[config.mk]
export PLATFORM = sky130hd
export DESIGN_NAME = tseq_ctrl
export DESIGN_NICKNAME = d
export VERILOG_FILES = /design/src/tseq_pkg.sv /design/src/tseq_ctrl.sv
export SDC_FILE = /design/constraint.sdc
export NUM_CORES = 1
export LEC_CHECK = 0
export BUFFER_PORTS_ARGS = -buffer_cell sky130_fd_sc_hd__buf_4
export CORE_AREA = 4 4 41 43
export CTS_CLUSTER_SIZE = 20
export DETAILED_ROUTE_END_ITERATION = 16
export DIE_AREA = 0 0 45 47
export HOLD_SLACK_MARGIN = 0.02
export RECOVER_POWER = 50
export SLEW_MARGIN = 30
export SYNTH_ARGS = -nofsm -noshare
export SYNTH_HDL_FRONTEND = slang
export SYNTH_SLANG_ARGS = --single-unit
[constraint.sdc]
create_clock -name clk -period 1.6 [get_ports clk]
set_clock_uncertainty 0.1 [all_clocks]
set_input_delay 0.08 -clock clk [delete_from_list [all_inputs] [get_ports clk]]
set_output_delay 0.08 -clock clk [all_outputs]
set_load 0.005 [all_outputs]
[src/tseq_pkg.sv]
// Shared types and constants of the sorted timer event queue.
// No dependencies; compiled first.
`timescale 1ns / 1ps
`default_nettype none

package tseq_pkg;

  // Queue depth must be a power of two: slots form a ring addressed modulo depth.
  localparam int QUEUE_DEPTH = 64;
  localparam int AW          = $clog2(QUEUE_DEPTH);
  localparam int CW          = $clog2(QUEUE_DEPTH + 1);
  localparam int MAX_OUT     = 64;
  localparam int KW          = $clog2(MAX_OUT + 1);

  localparam int IN_DATA_W  = 208;
  localparam int OUT_DATA_W = 208;

  // Largest ms difference whose microsecond value still fits in 64 bits.
  localparam logic [63:0] DELAY_SAT_LIM = 64'hFFFF_FFFF_FFFF_FFFF / 64'd1000;

  typedef enum logic [1:0] {
    KIND_INSERT = 2'd0,
    KIND_REMOVE = 2'd1,
    KIND_EXPIRE = 2'd2,
    KIND_LOOKUP = 2'd3
  } kind_t;

  typedef enum logic [1:0] {
    ST_OK       = 2'd0,
    ST_FULL     = 2'd1,
    ST_NO_MATCH = 2'd2,
    ST_NOT_DUE  = 2'd3
  } status_t;

  typedef enum logic [1:0] {
    DLY_ZERO,
    DLY_ONE,
    DLY_CALC
  } delay_mode_t;

  typedef struct packed {
    logic [63:0] deadline;
    logic [31:0] key;
    logic [7:0]  tag;
    logic [31:0] handle;
  } entry_t;

  localparam int EW = $bits(entry_t);

  typedef enum logic [3:0] {
    S_IDLE,
    S_DISPATCH,
    S_SCAN,
    S_SHIFT,
    S_INS_WR,
    S_EXP_RD,
    S_EXP_CHK,
    S_HEAD_RD,
    S_HEAD_WAIT,
    S_DLY1,
    S_DLY2,
    S_EMIT
  } state_t;

  typedef struct packed {
    logic accept;
    logic scan;
    logic shift;
    logic ins_wr;
    logic exp_rd;
    logic exp_chk;
    logic head_rd;
    logic head_wait;
    logic dly1;
    logic dly2;
  } ctrl_cmd_t;

  typedef struct packed {
    kind_t kind;
    logic  full;
    logic  scan_done;
    logic  shift_done;
    logic  res_last;
  } dp_status_t;

endpackage

`default_nettype wire

[src/tseq_ctrl.sv]
// Controller state machine of the timer queue.
// Depends on tseq_pkg.
`timescale 1ns / 1ps
`default_nettype none

module tseq_ctrl (
  input  wire logic                clk,
  input  wire logic                rst_n,
  input  wire logic                in_tvalid,
  output logic                     in_tready,
  output logic                     out_tvalid,
  input  wire logic                out_tready,
  input  wire tseq_pkg::dp_status_t sts,
  output tseq_pkg::ctrl_cmd_t      cmd
);
  import tseq_pkg::*;

  state_t state_r, state_nxt;

  always_ff @(posedge clk) begin
    if (!rst_n) begin
      state_r <= S_IDLE;
    end else begin
      state_r <= state_nxt;
    end
  end

  always_comb begin
    state_nxt  = state_r;
    cmd        = '0;
    in_tready  = 1'b0;
    out_tvalid = 1'b0;
    unique case (state_r)
      S_IDLE: begin
        in_tready = 1'b1;
        if (in_tvalid) begin
          cmd.accept = 1'b1;
          state_nxt  = S_DISPATCH;
        end
      end
      S_DISPATCH: begin
        priority if (sts.kind == KIND_EXPIRE) begin
          state_nxt = S_EXP_RD;
        end else if (sts.kind == KIND_INSERT && sts.full) begin
          state_nxt = S_HEAD_RD;
        end else begin
          state_nxt = S_SCAN;
        end
      end
      S_SCAN: begin
        cmd.scan = 1'b1;
        if (sts.scan_done) begin
          state_nxt = (sts.kind == KIND_INSERT) ? S_SHIFT : S_HEAD_RD;
        end
      end
      S_SHIFT: begin
        cmd.shift = 1'b1;
        if (sts.shift_done) begin
          state_nxt = S_INS_WR;
        end
      end
      S_INS_WR: begin
        cmd.ins_wr = 1'b1;
        state_nxt  = S_HEAD_RD;
      end
      S_EXP_RD: begin
        cmd.exp_rd = 1'b1;
        state_nxt  = S_EXP_CHK;
      end
      S_EXP_CHK: begin
        cmd.exp_chk = 1'b1;
        state_nxt   = S_HEAD_RD;
      end
      S_HEAD_RD: begin
        cmd.head_rd = 1'b1;
        state_nxt   = S_HEAD_WAIT;
      end
      S_HEAD_WAIT: begin
        cmd.head_wait = 1'b1;
        state_nxt     = S_DLY1;
      end
      S_DLY1: begin
        cmd.dly1  = 1'b1;
        state_nxt = S_DLY2;
      end
      S_DLY2: begin
        cmd.dly2  = 1'b1;
        state_nxt = S_EMIT;
      end
      S_EMIT: begin
        out_tvalid = 1'b1;
        if (out_tready) begin
          state_nxt = sts.res_last ? S_IDLE : S_EXP_RD;
        end
      end
      default: state_nxt = S_IDLE;
    endcase
  end

endmodule

`default_nettype wire

==> impl_metrics.toml, run 1 <==
[status]
status = "complete, no violations"

[final_layout]
insertedDiodeCount = 0
largest_register_ff_count = 4
final_util = 0.467
nFillCells = 135
drive_gt1_frac = 0.436
syn_to_final_growth_pct = 51.9
reg.largest.list = "state_r: 4 flops"
nets = 90
top_register = "state_r"

[synth]
yosysTopAreaCell = "dfxtp_1"
syn_avg_cell_area_um2 = 7.28
synth_top_area_frac = 0.200
yosysWarnings = 0
synth_edf_count = 0
yosys-top-cells-area = "dfxtp_1, nor2_1, buf_6"
synth_seq_cells = 4
synth_cell_types = 30
synth_cells = 55
ys.flop_type = "dfxtp_1"
synthArstFlopShare = 0
syn_nets = 65
syn_area_um2 = 400
seq_area_frac_synth = 0.200

[setup_path]
cp.required_ns = 1.42
crit_top_cell = "buf_4"
endpoint_kind = "output pin"
arrival_ns = 1.30
crit_path_top_delay_cell = "dfxtp_1"
cp-start-kind = "flip-flop"
crit_fanout = 8
max_stage_delay_ns = 0.35
cp.depth = 5
critPathTopFamily = "buffers and inverters"
crit_type = "flip-flop to output pin"
cp_cell_sequence = "buf_4 -> buf_4 -> nand2b_1 -> nor2_1 -> buf_4"
cp_num_buf_inv = 3
rr_worst_depth = 4

[routing]
dr.first_iter.drc_count = 13
ant_nets = 0
drt_first_pass_iters = 4
vias = 482
wl_um = 1100
viasPerCell = 5.18
post-route-drc-count = 0
wl_per_cell_um = 11.8

[global_route]
antenna_found_initial = 0
grt_pass1_wl_um = 1790
grtUsageTotal = 0.115
grt.overflow.total = 0
grt_max_degree = 14
first_global_vias = 412

[pwr]
leakage_nw = 0.271
power_density_nw_per_um2 = 1230
peakVddDrop_mv = 0.876

[floorplanning]
core_area_um2 = 1300
fp-row-count = 13
num_io_pins = 22
fp.dieH_um = 47
die_w_um = 45
initial_utilization = 0.308
dieArea_um2 = 2120

[placement]
gp_congestion = 0.784
place.port_buffers = 21
dpl.hpwl_um = 856

[clock_tree]
htreeDepth = 1
cts_buffer_depth = 2
cts_buffers = 3
cts_tree = "yes"
clk_latency_ns = 0.24
clk_pin_slew_ns = 0.04
clkSinkCount = 4
cts_root_buffer = "clkbuf_4"

[sta]
finalHoldViolCount = 0
setup_violations = 0
relSlewSlack = 0.770
period_share = 0.926
period_minus_slack_ns = 1.48
rsz0062_at_grt = "false"
finalMaxSlewViolations = 0
tns_ns = 0
tightest_slew_ns = 0.341
fmax_ghz = 0.675

[worst_hold_path]
worstHoldPathCells = 3
hold_class = "input pin to flip-flop"

[run]
maxCapViolCount = 0
## power by group
group | internal [mW] | leakage (nW) | switching [mW]
clock | 0.0839 | 0.0138 | 0.0416
combinational | 0.221 | 0.224 | 0.204
sequential | 0.133 | 0.0338 | 0.0639
total | 0.438 | 0.271 | 0.310
## final cells by class
| class | count | area [um^2] | area share |
|---|---|---|---|
| inverter | 2 | 7.51 | 0.0123 |
| tap | 15 | 18.8 | 0.0309 |
| clock buffer | 3 | 22.5 | 0.0370 |
| multi-input combinational | 43 | 279 | 0.459 |
| timing repair buffer | 26 | 198 | 0.325 |
| sequential | 4 | 82.6 | 0.136 |
## cells in the mapped netlist, types with 2 or more instances
library cell	count
buf_2	3
o21ai_0	2
nand2b_1	3
dfxtp_1	4
nor3_1	4
a21oi_1	4
inv_1	2
nand2_1	3
nor2_1	8
buf_6	2
## worst register-to-register path: cells and delay by family (launching register included)
kind	cells	cell delay, ns
AND/OR/NAND/NOR	1	0.27
AO/OA/AOI/OAI	2	0.29
multiplexers	1	0.25
flip-flops	1	0.43
## kinds of logic after synthesis
kind of cell	count (synthesis)	share of synthesized area
AOI/OAI and AO/OA	15	0.269
DFF	4	0.200
and+or+nand+nor	27	0.384
muxes	1	0.0250
buffers and inverters	8	0.122
## through the flow
step                      hold slack (ns)  total power, mW  worst slack (ns)  cell area (um^2)  instances
after floorplan                    0.0975            0.481             0.212               400         55
after global placement              0.230            0.612            0.0936               566         89
after detailed placement            0.234            0.613             0.107               566         89
after CTS                           0.126            0.742            0.0888               598         93
after global routing                0.116            0.829            0.0206               608         93
final                               0.122            0.747             0.119               608         93
## worst paths after layout
kind                   start         end  slack, ns
setup reg to reg  state_r[0]  state_r[2]       0.14
setup / recovery  state_r[1]      cmd[5]       0.12
hold reg to reg   state_r[2]  state_r[0]       0.57
hold / removal    out_tready  state_r[3]       0.12
## per-layer routing
layer	GRT usage	routed length, um	up-vias
met3	0.0498	71	0
met5	0	0	-
met4	0.0175	0	0
met2	0.175	507	12
li1	-	-	250
met1	0.152	520	220
## placed cells by master (no fill, tap or decap), types with 2 or more instances in the layout
cell and instances:
dfxtp_2 2, clkbuf_4 6, a21oi_1 4, buf_4 22, o21ai_0 2, nor3_1 4, nor2_1 8, inv_1 2
nand2_1 3, dfxtp_1 2, nand2b_1 3
## timing repair
action,in CTS,in global routing
setup buffers,0,0
hold endpoints to repair,3,0
resized for setup,0,3
hold buffers,1,0
endpoints found under the setup margin,0,7
(Power assumes the default switching activity.)
==> run 2: changes to the inputs <==
- ABC_AREA: not set -> 1
- clock period: 1.6 -> 1.4 ns (I/O delays scaled with it)
==> impl_metrics.toml, run 2 <==
[synth]
yosys.area_share.simple = 0.522
ys.flop_type = "dfxtp_1"
syn_nets = 85
syn_area_um2 = 393
synth_edf_count = 0
yosys-top-cells-area = "dfxtp_1, nor2_1, inv_1"
synth_top_family_by_area = "simple AND/OR/NAND/NOR gates"
synth_cells = 75
syn_avg_cell_area_um2 = 5.24
synth_most_common_cell = "nor2_1"
yosysTopAreaCell = "dfxtp_1"
synth-compound-area-share = 0.102
yosys.area_share.xor_xnor = 0
yosysWarnings = 0
seq_area_frac_synth = 0.204
synth_top_area_frac = 0.204
synthTopCellsByCount = "nor2_1, inv_1, nand2_1, nand3_1"
synth_fa_ha_area_frac = 0
synthMuxAreaShare = 0
synthArstFlopShare = 0
synth_seq_cells = 4
synth_cell_types = 14

[clock_tree]
clk_pin_slew_ns = 0.04
cts_root_buffer = "clkbuf_4"
cts_buffers = 3
clkSinkCount = 4
clk_latency_ns = 0.24
htreeDepth = 1
cts_buffer_depth = 2
cts_tree = "yes"

[global_route]
grt_max_degree = 8
first_global_vias = 481
grt.overflow.total = 0
grt_pass1_wl_um = 1850
antenna_found_initial = 0
grtUsageTotal = 0.117

[sta]
setup_violations = 0
tns_ns = 0
finalMaxSlewViolations = 0
finalHoldViolCount = 0
worst_hold_slack_ns = 0.0333
relSlewSlack = 0.839
tightest_slew_ns = 0.242
fmax_ghz = 0.782
rsz0062_at_grt = "false"
period_share = 0.914
period_minus_slack_ns = 1.28

[placement]
place.port_buffers = 21
dpl.hpwl_um = 970
gp_congestion = 0.895

[floorplanning]
fp-row-count = 13
fp.dieH_um = 47
initial_utilization = 0.302
core_area_um2 = 1300
die_w_um = 45
dieArea_um2 = 2120
num_io_pins = 22

[worst_hold_path]
hold_class = "input pin to flip-flop"

[pwr]
peakVddDrop_mv = 0.798
pwr-share-seq = 0.253
p_sw_frac = 0.467
share_comb_of_total_power = 0.594
switchingPower_mw = 0.443
p_clk_frac = 0.153
power_density_nw_per_um2 = 1550
internal-power_mw = 0.506
leakage_nw = 0.346

[setup_path]
crit_fanout = 6
crit_path_start = "state_r[2]"
reg2reg_setup_slack_ns = 0.16
rr_endpoint = "state_r[0]"
cp.required_ns = 1.23
arrival_ns = 1.11
cp-start-kind = "flip-flop"
r2r-start = "state_r[2]"
endpoint_kind = "output pin"
rr_worst_depth = 6
crit_type = "flip-flop to output pin"
endpoint = "cmd[7]"

[final_layout]
reg.largest.list = "state_r: 4 flops"
final_cell_mix = "buf_4, inv_1, nor2_1"
nets = 112
largest_register_ff_count = 4
drive_gt1_frac = 0.380
top_register = "state_r"
syn_to_final_growth_pct = 55.7
insertedDiodeCount = 0
layout_commonest_cell = "buf_4"

[routing]
dr.first_iter.drc_count = 6
wl_per_cell_um = 9.90
vias = 517
drt_first_pass_iters = 2
viasPerCell = 4.50
ant_nets = 0
wl_um = 1140
post-route-drc-count = 0

[run]
maxCapViolCount = 0

[status]
status = "complete, no violations"
[run 2: layout make-up]
cell class	instances	area [um^2]
multi-input combinational	53	250
inverter	18	67.6
tap	15	18.8
timing repair buffer	22	168
sequential	4	85.1
clock buffer	3	22.5
fill	145	689
[run 2: per-stage QoR]
step | cell area (um^2) | total power, mW | setup WS [ns] | utilization | cells
floorplan | 393 | 0.578 | 0.257 | - | 75
global placement | 569 | 0.793 | 0.0522 | 0.438 | 111
detailed placement | 569 | 0.790 | 0.0941 | 0.438 | 111
CTS | 602 | 0.943 | 0.0151 | 0.463 | 115
global route | 612 | 1.04 | 0.0322 | 0.470 | 115
finish | 612 | 0.949 | 0.120 | 0.470 | 115
[run 2: repair_timing]
action / CTS / global route
hold endpoints to repair: 1 / 0
resized for setup: 0 / 6
setup endpoints to repair: 0 / 10
setup buffers: 0 / 0
hold buffers: 1 / 0
[run 2: layer usage]
layer	global-route usage	wire (um)
met5	0	0
met4	0.0351	0
met3	0.0230	27
met2	0.223	641
met1	0.130	468
[run 2: logic make-up (layout without fill, tap and decap cells)]
logic type / Yosys count / in the layout
flops: 4 / 4
simple gates: 45 / 45
buf+inv: 18 / 43
compound gates: 8 / 8
[run 2: worst min-delay path by stage]
stage               startpoint         end  slack [ns]  cells after the start
floorplan                rst_n  state_r[2]        0.13                      2
global placement         rst_n  state_r[2]        0.25                      3
detailed placement       rst_n  state_r[2]        0.25                      3
CTS                 out_tready  state_r[3]        0.07                      4
global route        out_tready  state_r[3]        0.07                      4
finish              out_tready  state_r[3]        0.03                      4
[run 2: power groups by stage]
stage	Combinational, mW	Sequential, mW	Clock, mW
floorplan	0.370	0.208	0
global placement	0.570	0.223	0
detailed placement	0.566	0.224	0
CTS	0.572	0.222	0.149
global route	0.629	0.249	0.157
finish	0.564	0.240	0.145
[run 2: critical path: stages, from the launching register on]
cell and delay (ns):
dfxtp_2 0.35, nor2_2 0.22, nand2_1 0.12, inv_1 0.06
clkbuf_4 0.12
